[src/rtl/assert_macros.svh]
// Assertion helpers used by light_sensor_autorange_lux.
`ifndef ASSERT_MACROS_SVH
`define ASSERT_MACROS_SVH

// Property that must hold at every clock edge outside reset.
`define LSAL_ASSERT(label, prop) \
   label: assert property (@(posedge clock) disable iff (reset) (prop)) \
      else $error("lsal: invariant violated");

// When cond holds, expr must hold in the next cycle.
`define LSAL_ASSERT_NEXT(label, cond, expr) \
   label: assert property (@(posedge clock) disable iff (reset) (cond) |=> (expr)) \
      else $error("lsal: sequence violated");

`endif

[src/rtl/lsal_pkg.sv]
package lsal_pkg;

   // one input beat
   typedef struct packed {
      logic [15:0] full_count;
      logic [15:0] ir_raw;
      logic [31:0] now_ms;
   } req_type;

   // one result beat
   typedef struct packed {
      logic [31:0] micro_lux;
      logic [15:0] full_average;
      logic [15:0] ir_average;
      logic [1:0]  gain_code;
      logic [2:0]  time_code;
      logic        range_changed;
   } rsp_type;

   // alternation mode codes
   typedef enum logic [1:0] {
      MODE_NONE = 2'd0,
      MODE_GAIN = 2'd1,
      MODE_TIME = 2'd2,
      MODE_BOTH = 2'd3
   } mode_type;

   // register indexes
   localparam logic [2:0] CSR_EXTREME_LEVEL    = 3'd0;
   localparam logic [2:0] CSR_SATURATION_LEVEL = 3'd1;
   localparam logic [2:0] CSR_WINDOW_HIGH      = 3'd2;
   localparam logic [2:0] CSR_WINDOW_LOW       = 3'd3;
   localparam logic [2:0] CSR_ADJUST_INTERVAL  = 3'd4;

   localparam logic [1:0]  GAIN_RESET = 2'd1;
   localparam logic [2:0]  TIME_RESET = 2'd2;
   localparam logic [2:0]  TIME_MAX   = 3'd5;
   localparam logic [1:0]  GAIN_MAX   = 2'd3;
   localparam logic [15:0] INVALID_AVG = 16'hFFFF;

   // 408e6 scale: 408 lux factor times 1e6 micro units
   localparam logic [28:0] LUX_SCALE = 29'd408000000;

   localparam int LUX_Q_W = 32;
   localparam int DEN1_W  = 26;
   localparam int DEN_W   = 40;
   localparam int NUM_W   = 61;

   function automatic logic [13:0] gain_factor(input logic [1:0] g);
      logic [13:0] f;
      case (g)
         2'd0: f = 14'd1;
         2'd1: f = 14'd25;
         2'd2: f = 14'd428;
         2'd3: f = 14'd9876;
         default: f = 14'd1;
      endcase
      return f;
   endfunction

   // integration time in ms for a time code
   function automatic logic [9:0] time_factor(input logic [2:0] t);
      return 10'(({7'd0, t} + 10'd1) * 10'd100);
   endfunction

   function automatic logic [1:0] extreme_gain_step(input logic [1:0] g);
      return (g == 2'd3) ? 2'd1 : 2'd0;
   endfunction

   function automatic logic [2:0] extreme_time_step(input logic [2:0] t);
      logic [2:0] r;
      case (t)
         3'd4: r = 3'd1;
         3'd5: r = 3'd2;
         default: r = 3'd0;
      endcase
      return r;
   endfunction

endpackage

[src/rtl/light_sensor_autorange_lux.sv]
// Light-sensor auto-range and lux engine. One sample beat (full, infrared,
// timestamp) yields one result beat. The sample goes into a moving-average
// window held in a small RAM with running sums; both averages come out of a
// bit-serial divider, then two registered multiply stages form numerator
// and denominator, and a bit-serial divider yields micro-lux (skipped when
// the value saturates or an average is invalid). Auto-range stepping is
// done at accept and reports the new gain/time codes; lux uses the codes in
// force before the step. A new sample is taken only after the last one's
// result has moved to the output register, even while that result still
// waits there. The window RAM needs no clearing pass: only written entries
// are ever used.
`include "assert_macros.svh"

module light_sensor_autorange_lux #(
   parameter int WINDOW_DEPTH = 8
) (
   input  logic                 clock,
   input  logic                 reset,
   input  logic                 req_valid,
   output logic                 req_ready,
   input  lsal_pkg::req_type    req_data,
   output logic                 rsp_valid,
   input  logic                 rsp_ready,
   output lsal_pkg::rsp_type    rsp_data,
   input  logic                 csr_write_en,
   input  logic [2:0]           csr_index,
   input  logic [31:0]          csr_wdata
);

   localparam int SLOT_W = (WINDOW_DEPTH > 1) ? $clog2(WINDOW_DEPTH) : 1;
   localparam int CNT_W  = $clog2(WINDOW_DEPTH + 1);
   localparam int SUM_W  = 16 + $clog2(WINDOW_DEPTH);
   localparam int ITER_W = 6;
   localparam int DEN_W  = lsal_pkg::DEN_W;
   localparam int NUM_W  = lsal_pkg::NUM_W;
   localparam int Q_W    = lsal_pkg::LUX_Q_W;

   typedef enum logic [2:0] {
      S_IDLE, S_READ, S_AVG, S_MUL1, S_MUL2, S_CHK, S_DIV, S_OUT
   } state_type;

   state_type state_ff;

   // configuration
   logic [15:0] extreme_ff, saturation_ff, window_high_ff, window_low_ff;
   logic [31:0] interval_ff;

   // range state
   logic [1:0]  gain_ff;
   logic [2:0]  time_ff;
   logic [15:0] prev_full_ff;
   lsal_pkg::mode_type mode_ff;
   logic [31:0] last_change_ff;

   // window state
   logic [SLOT_W-1:0] slot_ff;
   logic [CNT_W-1:0]  fill_ff;
   logic [SUM_W-1:0]  fsum_ff, isum_ff;

   // per-item work registers
   lsal_pkg::req_type req_ff;
   logic [1:0]  g_old_ff;
   logic [2:0]  t_old_ff;
   logic        changed_ff;
   logic [CNT_W-1:0] count_ff;
   logic [SUM_W-1:0] fq_ff, iq_ff;
   logic [CNT_W-1:0] frem_ff, irem_ff;
   logic [ITER_W-1:0] iter_ff;
   logic        invalid_ff;
   logic [31:0] d2_ff;
   logic [lsal_pkg::DEN1_W-1:0] den1_ff;
   logic [NUM_W-1:0] num_ff;
   logic [DEN_W-1:0] den_ff, lrem_ff;
   logic [Q_W-1:0]   lq_ff;
   logic [31:0] lux_ff;
   logic        rsp_valid_ff;
   lsal_pkg::rsp_type rsp_ff;

   logic [31:0] ram_rdata;

   // auto-range rule on the incoming beat
   logic        elapsed;
   lsal_pkg::mode_type mode_in;
   logic        gain_on, time_on;
   logic [1:0]  gain_in;
   logic [2:0]  time_in;
   logic        changed_in;

   always_comb begin
      elapsed = (req_data.now_ms - last_change_ff) >= interval_ff;
      if (req_data.full_count == prev_full_ff) begin
         mode_in = (mode_ff == lsal_pkg::MODE_GAIN) ? lsal_pkg::MODE_TIME
                                                    : lsal_pkg::MODE_GAIN;
      end else begin
         mode_in = lsal_pkg::MODE_BOTH;
      end
      gain_on = (mode_in == lsal_pkg::MODE_GAIN) || (mode_in == lsal_pkg::MODE_BOTH);
      time_on = (mode_in == lsal_pkg::MODE_TIME) || (mode_in == lsal_pkg::MODE_BOTH);
      gain_in = gain_ff;
      time_in = time_ff;
      if (req_data.full_count > extreme_ff) begin
         if (gain_on && gain_ff != 2'd0) gain_in = lsal_pkg::extreme_gain_step(gain_ff);
         if (time_on && time_ff != 3'd0) time_in = lsal_pkg::extreme_time_step(time_ff);
      end
      if (req_data.full_count > saturation_ff && req_data.full_count <= extreme_ff) begin
         if (gain_on) begin
            if (gain_ff != 2'd0) gain_in = gain_ff - 2'd1;
            if (time_ff != 3'd0) time_in = time_ff - 3'd1;
         end
      end else if (req_data.full_count > window_high_ff) begin
         if (time_ff != 3'd0) time_in = time_ff - 3'd1;
         else if (gain_ff != 2'd0) gain_in = gain_ff - 2'd1;
      end else if (req_data.full_count < window_low_ff) begin
         if (time_ff < lsal_pkg::TIME_MAX) time_in = time_ff + 3'd1;
         else if (gain_ff < lsal_pkg::GAIN_MAX) gain_in = gain_ff + 2'd1;
      end
      if (!elapsed) begin
         gain_in = gain_ff;
         time_in = time_ff;
      end
      changed_in = (gain_in != gain_ff) || (time_in != time_ff);
   end

   // running sums: add new sample, drop the one it overwrites
   logic              window_full;
   logic [SUM_W-1:0]  fsum_in, isum_in;
   logic [CNT_W-1:0]  fill_in;
   logic [SLOT_W-1:0] slot_in;

   always_comb begin
      window_full = (fill_ff == CNT_W'(WINDOW_DEPTH));
      fsum_in = fsum_ff + SUM_W'(req_ff.full_count)
                - (window_full ? SUM_W'(ram_rdata[31:16]) : SUM_W'(0));
      isum_in = isum_ff + SUM_W'(req_ff.ir_raw)
                - (window_full ? SUM_W'(ram_rdata[15:0]) : SUM_W'(0));
      fill_in = window_full ? fill_ff : fill_ff + CNT_W'(1);
      slot_in = (slot_ff == SLOT_W'(WINDOW_DEPTH - 1)) ? SLOT_W'(0) : slot_ff + SLOT_W'(1);
   end

   // restoring divide steps for the averages
   logic [CNT_W:0]   ftrial, itrial;
   logic             fge, ige;
   logic [CNT_W-1:0] frem_in, irem_in;

   always_comb begin
      ftrial  = {frem_ff, fq_ff[SUM_W-1]};
      itrial  = {irem_ff, iq_ff[SUM_W-1]};
      fge     = ftrial >= {1'b0, count_ff};
      ige     = itrial >= {1'b0, count_ff};
      frem_in = fge ? CNT_W'(ftrial - {1'b0, count_ff}) : ftrial[CNT_W-1:0];
      irem_in = ige ? CNT_W'(itrial - {1'b0, count_ff}) : itrial[CNT_W-1:0];
   end

   // restoring divide step for lux
   logic [DEN_W:0]   ltrial;
   logic             lge;
   logic [DEN_W-1:0] lrem_in;
   logic [DEN_W-1:0] num_hi;

   always_comb begin
      ltrial  = {lrem_ff, lq_ff[Q_W-1]};
      lge     = ltrial >= {1'b0, den_ff};
      lrem_in = lge ? DEN_W'(ltrial - {1'b0, den_ff}) : ltrial[DEN_W-1:0];
      num_hi  = DEN_W'(num_ff[NUM_W-1:Q_W]);
   end

   logic [15:0] favg, iavg, dabs;
   assign favg = fq_ff[15:0];
   assign iavg = iq_ff[15:0];
   assign dabs = (favg >= iavg) ? (favg - iavg) : (iavg - favg);

   lsal_ram #(
      .WIDTH(32),
      .DEPTH(WINDOW_DEPTH)
   ) u_window (
      .clock      (clock),
      .write_en   (state_ff == S_READ),
      .write_addr (slot_ff),
      .write_data ({req_ff.full_count, req_ff.ir_raw}),
      .read_addr  (slot_ff),
      .read_data  (ram_rdata)
   );

   // sequencer
   always_ff @(posedge clock) begin
      if (reset) begin
         state_ff       <= S_IDLE;
         rsp_valid_ff   <= 1'b0;
         extreme_ff     <= 16'd65000;
         saturation_ff  <= 16'd60000;
         window_high_ff <= 16'd30000;
         window_low_ff  <= 16'd20000;
         interval_ff    <= 32'd1000;
         gain_ff        <= lsal_pkg::GAIN_RESET;
         time_ff        <= lsal_pkg::TIME_RESET;
         prev_full_ff   <= 16'd0;
         mode_ff        <= lsal_pkg::MODE_NONE;
         last_change_ff <= 32'd0;
         slot_ff        <= '0;
         fill_ff        <= '0;
         fsum_ff        <= '0;
         isum_ff        <= '0;
      end else begin
         // register writes
         if (csr_write_en) begin
            case (csr_index)
               lsal_pkg::CSR_EXTREME_LEVEL:    extreme_ff     <= csr_wdata[15:0];
               lsal_pkg::CSR_SATURATION_LEVEL: saturation_ff  <= csr_wdata[15:0];
               lsal_pkg::CSR_WINDOW_HIGH:      window_high_ff <= csr_wdata[15:0];
               lsal_pkg::CSR_WINDOW_LOW:       window_low_ff  <= csr_wdata[15:0];
               lsal_pkg::CSR_ADJUST_INTERVAL:  interval_ff    <= csr_wdata;
               default: ;
            endcase
         end

         // S_OUT reloads the output register itself
         if (rsp_valid_ff && rsp_ready && state_ff != S_OUT) rsp_valid_ff <= 1'b0;

         case (state_ff)
            S_IDLE: begin
               if (req_valid) begin
                  req_ff     <= req_data;
                  g_old_ff   <= gain_ff;
                  t_old_ff   <= time_ff;
                  gain_ff    <= gain_in;
                  time_ff    <= time_in;
                  changed_ff <= changed_in;
                  if (elapsed) begin
                     mode_ff      <= mode_in;
                     prev_full_ff <= req_data.full_count;
                  end
                  if (changed_in) last_change_ff <= req_data.now_ms;
                  state_ff <= S_READ;
               end
            end
            S_READ: begin
               fsum_ff  <= fsum_in;
               isum_ff  <= isum_in;
               fill_ff  <= fill_in;
               slot_ff  <= slot_in;
               count_ff <= fill_in;
               fq_ff    <= fsum_in;
               iq_ff    <= isum_in;
               frem_ff  <= '0;
               irem_ff  <= '0;
               iter_ff  <= ITER_W'(SUM_W - 1);
               state_ff <= S_AVG;
            end
            S_AVG: begin
               fq_ff   <= {fq_ff[SUM_W-2:0], fge};
               iq_ff   <= {iq_ff[SUM_W-2:0], ige};
               frem_ff <= frem_in;
               irem_ff <= irem_in;
               iter_ff <= iter_ff - ITER_W'(1);
               if (iter_ff == '0) state_ff <= S_MUL1;
            end
            S_MUL1: begin
               invalid_ff <= (favg == lsal_pkg::INVALID_AVG) ||
                             (iavg == lsal_pkg::INVALID_AVG) || (favg == 16'd0);
               d2_ff      <= {16'd0, dabs} * {16'd0, dabs};
               den1_ff    <= {10'd0, favg} * {16'd0, lsal_pkg::time_factor(t_old_ff)};
               state_ff   <= S_MUL2;
            end
            S_MUL2: begin
               num_ff   <= {29'd0, d2_ff} * {32'd0, lsal_pkg::LUX_SCALE};
               den_ff   <= {14'd0, den1_ff} * {26'd0, lsal_pkg::gain_factor(g_old_ff)};
               state_ff <= S_CHK;
            end
            S_CHK: begin
               if (invalid_ff) begin
                  lux_ff   <= 32'd0;
                  state_ff <= S_OUT;
               end else if (num_hi >= den_ff) begin
                  lux_ff   <= 32'hFFFF_FFFF;
                  state_ff <= S_OUT;
               end else begin
                  lrem_ff  <= num_hi;
                  lq_ff    <= num_ff[Q_W-1:0];
                  iter_ff  <= ITER_W'(Q_W - 1);
                  state_ff <= S_DIV;
               end
            end
            S_DIV: begin
               lq_ff   <= {lq_ff[Q_W-2:0], lge};
               lrem_ff <= lrem_in;
               iter_ff <= iter_ff - ITER_W'(1);
               if (iter_ff == '0) begin
                  lux_ff   <= {lq_ff[Q_W-2:0], lge};
                  state_ff <= S_OUT;
               end
            end
            S_OUT: begin
               if (!rsp_valid_ff || rsp_ready) begin
                  rsp_ff.micro_lux     <= lux_ff;
                  rsp_ff.full_average  <= favg;
                  rsp_ff.ir_average    <= iavg;
                  rsp_ff.gain_code     <= gain_ff;
                  rsp_ff.time_code     <= time_ff;
                  rsp_ff.range_changed <= changed_ff;
                  rsp_valid_ff         <= 1'b1;
                  state_ff             <= S_IDLE;
               end
            end
            default: state_ff <= S_IDLE;
         endcase
      end
   end

   assign req_ready = (state_ff == S_IDLE);
   assign rsp_valid = rsp_valid_ff;
   assign rsp_data  = rsp_ff;

   `LSAL_ASSERT(a_fill_bound, fill_ff <= CNT_W'(WINDOW_DEPTH))
   `LSAL_ASSERT(a_time_bound, time_ff <= lsal_pkg::TIME_MAX)
   `LSAL_ASSERT_NEXT(a_one_item, req_valid && req_ready, !req_ready)

endmodule

[src/rtl/lsal_ram.sv]
module lsal_ram #(
   parameter int WIDTH = 32,
   parameter int DEPTH = 8
) (
   input  logic                                  clock,
   input  logic                                  write_en,
   input  logic [(DEPTH > 1 ? $clog2(DEPTH) : 1)-1:0] write_addr,
   input  logic [WIDTH-1:0]                      write_data,
   input  logic [(DEPTH > 1 ? $clog2(DEPTH) : 1)-1:0] read_addr,
   output logic [WIDTH-1:0]                      read_data
);

   logic [WIDTH-1:0] mem_ff [DEPTH];

   // one write port, one registered read port
   always_ff @(posedge clock) begin
      if (write_en) begin
         mem_ff[write_addr] <= write_data;
      end
      read_data <= mem_ff[read_addr];
   end

endmodule
[config.mk]
export PLATFORM = sky130hd
export DESIGN_NAME = light_sensor_autorange_lux
export DESIGN_NICKNAME = d
export VERILOG_FILES = /design/src/rtl/lsal_pkg.sv /design/src/rtl/light_sensor_autorange_lux.sv /design/src/rtl/lsal_ram.sv
export VERILOG_INCLUDE_DIRS = /design/src /design/src/rtl
export SDC_FILE = /design/constraint.sdc
export NUM_CORES = 2
export LEC_CHECK = 0
export BUFFER_PORTS_ARGS = -buffer_cell sky130_fd_sc_hd__clkbuf_2
export CAP_MARGIN = 5
export CORE_MARGIN = 1
export CORE_UTILIZATION = 55
export CTS_CLUSTER_SIZE = 10
export DETAILED_ROUTE_END_ITERATION = 12
export PLACE_DENSITY = 0.7
export SLEW_MARGIN = 0
export SYNTH_ARGS = -nofsm -noshare
export SYNTH_HDL_FRONTEND = slang
export SYNTH_HIERARCHICAL = 1
export SYNTH_SLANG_ARGS = --single-unit
[constraint.sdc]
create_clock -name clock -period 11.4 [get_ports clock]
set_input_delay 2.28 -clock clock [delete_from_list [all_inputs] [get_ports clock]]
set_output_delay 2.28 -clock clock [all_outputs]
set_load 0.1 [all_outputs]
=== Yosys cells after proc, flatten, opt, wreduce, memory -nomap -nowiden ===
Memory sizes are Yosys's and may differ from the RTL's. A register that Yosys moved wholly into a read port is not among the register bits.
Index checks and enable logic that the tools add are counted.

* Flip-flop bits (word level): 615
* Bits in writable memories: 256
* Output and inout port bits: 72
* Word-level logic and storage cells: 220
* Memories: 1

{| class="wikitable"
|+ Memory list
! name !! depth !! width !! rd ports !! clocked after memory_dff !! write ports !! RTL line !! text
|-
| u_window.mem_ff || 8 || 32 || 1 || 1 || 1 || lsal_ram.sv:13 || <nowiki>logic [WIDTH-1:0] mem_ff [DEPTH];</nowiki>
|}

* Add/subtract/negate cells: 18
* Multiply operators: 5
* Magnitude comparators: 13
* Equality and inequality tests: 36
* Muxes and demuxes: 64
* Bitwise logic cells: 1
* Reductions and logical operators: 41

{| class="wikitable"
|+ Operator list
! operator !! count
|-
| $mux W32 || 5
|-
| $pmux W32 S2 || 2
|-
| $mux W40 || 3
|-
| $pmux W40 S2 || 1
|-
| $pmux W19 S2 || 2
|-
| $pmux W14 S4 || 1
|-
| $mul A32 B20 Y52 const B || 1
|-
| $gt A16 B16 Y1 || 3
|-
| $mux W16 || 3
|-
| $mux W3 || 14
|-
| $ge A41 B40 Y1 || 1
|-
| $ge A29 B40 Y1 || 1
|-
| $sub A40 B40 Y40 || 1
|-
| $add A19 B16 Y19 || 2
|-
| $mul A24 B14 Y38 || 1
|-
| $sub A19 B16 Y19 || 2
|-
| $eq A16 B16 Y1 const B || 2
|-
| $ge A32 B32 Y1 || 1
|-
| $mul A16 B16 Y32 || 1
|-
| $sub A16 B16 Y16 || 2
|-
| $sub A32 B32 Y32 || 1
|-
| $mux W14 || 2
|-
| $mux W2 || 13
|-
| $eq A3 B3 Y1 const B || 8
|-
| 47 further kinds || 105
|}

=== Longest topological paths before layout ===
* Depth after elaboration: 17
* Gate-level depth with buffers: 41
* Gate-level depth less buffers: 39

=== Modules after synthesis ===
Netlist, hierarchy kept.

{| class="wikitable"
|+ Modules (own cells, without submodules)
! module !! times used !! cells each !! area an instance (µm²) !! seq. area each (µm²)
|-
| light_sensor_autorange_lux || 1 || 6,742 || 63,388.3 || 16,405.7
|-
| lsal_ram || 1 || 415 || 10,466.3 || 8,328.0
|}

=== Least setup slack after synthesis ===
No wires, ideal clock.

* Path kind: input-to-reg
* From: input reset
* To: register den_ff[10] (enable)
* Library setup time: 0.645 ns
* Data arrival time: 8.717 ns
* Required time: 10.755 ns
* Path slack: 2.038 ns
* Stages on the path: 4
* Buffers on the path: 1
* Cells stage by stage: clkbuf_1 > inv_2 > nand2_1 > nor3_1

* Word-level cells in the longest chain between the ends: 2

{| class="wikitable"
|+ RTL lines
! what !! RTL line !! text
|-
| from (decl) || light_sensor_autorange_lux.sv:18 || <nowiki>input logic reset,</nowiki>
|-
| $not A1 Y1 (no line) || -- ||
|-
| $reduce_and A2 Y1 (no line) || -- ||
|-
| to (signal assigned) || light_sensor_autorange_lux.sv:266 || <nowiki>den_ff <= {14'd0, den1_ff} * {26'd0, lsal_pkg::gain_factor(g_old_ff)};</nowiki>
|-
| to (decl) || light_sensor_autorange_lux.sv:73 || <nowiki>logic [DEN_W-1:0] den_ff, lrem_ff;</nowiki>
|}

Every way passes these cells.
A chain may end at the register's enable or synchronous reset.

=== Final worst setup path ===
* From: register fq_ff[5]
* To: register d2_ff[30] (data pin)

* Word-level cells in the longest chain between the ends: 3
* Elaborated cells on any way between the ends: 5
* Those cells by class: add/sub (2); mul (1); order compare (1); mux (1)

{| class="wikitable"
|+ RTL lines
! what !! RTL line !! text
|-
| from (decl) || light_sensor_autorange_lux.sv:66 || <nowiki>logic [SUM_W-1:0] fq_ff, iq_ff;</nowiki>
|-
| from (signal assigned) || light_sensor_autorange_lux.sv:242 || <nowiki>fq_ff <= fsum_in;</nowiki>
|-
| from (signal assigned) || light_sensor_autorange_lux.sv:250 || <nowiki>fq_ff <= {fq_ff[SUM_W-2:0], fge};</nowiki>
|-
| $sub A16 B16 Y16 or $ge A16 B16 Y1 (tied branches) || light_sensor_autorange_lux.sv:170 || <nowiki>assign dabs = (favg >= iavg) ? (favg - iavg) : (iavg - favg);</nowiki>
|-
| $mux W16 * || light_sensor_autorange_lux.sv:170 ||
|-
| $mul A16 B16 Y32 * || light_sensor_autorange_lux.sv:260 || <nowiki>d2_ff <= {16'd0, dabs} * {16'd0, dabs};</nowiki>
|-
| to (signal assigned) || light_sensor_autorange_lux.sv:260 ||
|-
| to (decl) || light_sensor_autorange_lux.sv:70 || <nowiki>logic [31:0] d2_ff;</nowiki>
|}

Mark *: on every way between the ends. The rest lies on a longest branch, timed or not.

==> metrics.md <==
| Metric | Value |
|---|---|
| Max Buffers Root-to-Sink | `3` |
| Fin cells | `9159` |
| CTS buffer count | `106` |
| Initial antenna violation count | `1` |
| Synth area leaders | `edfxtp_1 (27%), fa_1 (17%), ha_1 (15%)` |
| Vias in the first global route | `51900` |
| Cell mode on critical path | `inv_1` |
| Fraction of registers with async set or reset after synthesis | `0%` |
| IO Port Bufs | `between 150 and 200` |
| Layout cells sized above 1 | `6.751%` |
| Die W | `368.4 um` |
| Largest net degree at the start of global routing | `87` |
| Skew final | `0.09831 ns` |
| R2r startpoint | `fq_ff[5]$_DFFE_PP_` |
| Rows | `134` |
| Critical path launch point | `fq_ff[5]$_DFFE_PP_` |
| Starting DRT DRC Count | `3701` |
| Synth cell types | `91` |
| R2R cell count | `36` |
| Worst skew pair latency | `0.76 ns` |
| Hold wc startpoint | `lux_ff[3]$_DFFE_PP_` |
| Number of remaining DRC errors | `0` |
| Crit-path max FO | `21` |
| CP max stage delay | `0.88 ns` |
| Status | `complete, no violations` |
| Hold buffer count at CTS | `0` |
| Nets | `between 8000 and 9000` |
| Most frequent cells in the layout | `inv_1 (1278), ha_1 (883), nand2_1 (786)` |
| Crit Path Class | `flop to flop` |
| Antenna cells | `0` |
| Period utilization | `89.94%` |
| Worst Path Arrival | `10.70 ns` |
| Clock transition at path regs | `approximately 0.060 ns` |
| Global-route wire length before repair | `about 280 mm` |
| RSZ-0062 raised after global routing | `false` |
| Tmin final | `about 10 ns` |
| Final count of negative-setup-slack endpoints | `0` |
| Routability cong. | `0.9579` |
| Total die area | `0.1358 mm2` |
| Yosys warning total | `6` |
| Worst min path class | `flop to flop` |
| Setup WS pre-CTS | `1.311 ns` |
| DR vias/cell | `5.553` |
| Die height | `368.4 um` |
| Crit start category | `flop` |
| Main synth FF type | `edfxtp_1` |
| Critical-path top delay cell | `a2111oi_0` |
| Mapped Area | `0.07385 mm2` |
| Setup ws final | `1.147 ns` |
| GRT Residual Overflow | `0` |
| Total GRT Usage | `a little over a quarter` |
| Number of synthesized flops with an enable pin | `669` |
| Clk sink count | `901` |
| P&R area growth vs syn | `8.367%` |
| Post-synth top area cell | `edfxtp_1` |
| Antenna-violating nets left | `0` |
| Post-route core utilization | `~60%` |
| Most common cell after layout, fill and taps aside | `inv_1` |
| Slew Viols, Final | `0` |
| Slew headroom | `about a quarter` |
| Core area | `0.1333 mm2` |
| CTS tree | `done` |
| Via count | `50860` |
| Dpl hpwl | `roughly 130 mm` |
| Synthesized area per cell | `10.32 um2` |
| Register area share after synthesis | `33.49%` |
| Setup crit end kind | `flop` |
| Setup bufs post-CTS | `0` |
| IO Pins | `176` |
| Clk root buf | `clkbuf_16` |
| Routed len/inst | `19.10 um` |
| FMAX | `0.09753 GHz` |
| Synth top area share | `27.20%` |
| Initial core utilization | `55.41%` |
| Fin. Hold Viols | `0` |
| Worst Hold Depth | `0` |
| CTS resizes | `0` |
| CTS HTree Levels | `3` |
| #FFs+latches synth | `between 900 and 1000` |
| Cells after Synth | `7157` |
| Drt total wl | `174.9 mm` |
| Slew @ Worst Pin | `1.126 ns` |
| MaxCap Viol Count | `0` |
| Cells after DPL | `8972` |
| Pre-antenna DRT Iters | `6` |
| Setup_tns | `0 ns` |
| CP required | `11.85 ns` |
metrics by stage:
stage	hold slack, ns	cell area [um2]
global route	0.4190	80030
floorplan	0.4003	73880
CTS	0.4128	80030
global placement	0.4033	76740
detailed placement	0.4054	76740
finish	0.4003	80030
metal layers:
| metal | up-vias | track usage (%) | part of all wire, % |
|---|---|---|---|
| li1 | 24240 | - | - |
| met1 | 24900 | 36.03 | 45 |
| met2 | 1481 | 42.81 | 47 |
| met3 | 239 | 3.803 | 6.2 |
| met4 | 2 | 7.198 | 2.5 |
| met5 | - | 0 | 0.0074 |
path summary, 6_finish.rpt:
check / endpoint / slack [ns]
worst max register to register: d2_ff[30]$_DFFE_PP_ / 1.15
worst max-delay path: d2_ff[30]$_DFFE_PP_ / 1.15
worst min register to register: rsp_data[41]$_DFFE_PP_ / 0.40
worst min-delay path: rsp_data[41]$_DFFE_PP_ / 0.40
Yosys cell counts, types with 27 or more instances:
| master | number |
|---|---|
| a211oi_1 | 43 |
| a21o_1 | 160 |
| a21oi_1 | 418 |
| a31oi_1 | 47 |
| and2_1 | 123 |
| and3_1 | 35 |
| clkbuf_1 | 162 |
| dfxtp_1 | 232 |
| edfxtp_1 | 669 |
| fa_1 | 640 |
| ha_1 | 883 |
| inv_1 | 1278 |
| mux2_2 | 37 |
| mux2i_1 | 39 |
| mux4_1 | 40 |
| nand2_1 | 787 |
| nand2b_1 | 44 |
| nand3_1 | 83 |
| nand4_1 | 52 |
| nor2_1 | 353 |
| nor2b_1 | 76 |
| nor3_1 | 82 |
| o211ai_1 | 62 |
| o21a_1 | 38 |
| o21ai_0 | 189 |
| o21bai_1 | 27 |
| xnor2_1 | 176 |
| xor2_1 | 70 |
sequential cells by signal, indices dropped and copies added (netlist names), 19 cells and up:
register            count
den1_ff                24
lux_ff                 32
fq_ff                  19
req_ff                 32
isum_ff                19
u_window/mem_ff       256
lq_ff                  32
d2_ff                  31
num_ff                 51
rsp_data               70
den_ff                 38
last_change_ff         32
lrem_ff                40
u_window/read_data     32
iq_ff                  19
fsum_ff                19
interval_ff            32
worst max-delay path, delay by kind of cell, from the launching register on:
| family | cells | cell delay (ns) |
|---|---|---|
| adder cells (fa/ha/maj) | 8 | 3.72 |
| AND/OR/NAND/NOR | 5 | 0.85 |
| AO/OA/AOI/OAI | 13 | 3.78 |
| buffers and inverters | 8 | 0.70 |
| flip-flops | 1 | 0.54 |
| XOR/XNOR | 2 | 0.31 |
final cells by class:
cell class | instances | area, um2
clock buffer | 166 | 2948
clock inverter | 21 | 347.8
fill | 11110 | 53260
inverter | 1284 | 4822
multi-input combinational | 4778 | 43590
sequential | 901 | 24740
tap | 1768 | 2212
timing repair buffer | 241 | 1374
cells by family after synthesis:
group           count (synthesis)  share of synthesized area, %
flops                         901                         33.49
buf+inv                      1485                         7.705
other cells                     2                       0.01017
xor+xnor                      252                         3.066
simple gates                 1728                         10.60
mux                           141                         3.268
fa+ha+maj                    1523                         32.31
compound gates               1125                         9.555
Power is left out: the tool's default activity adds up to more than one toggle a clock period on the data nets, which glitch-free logic cannot reach.
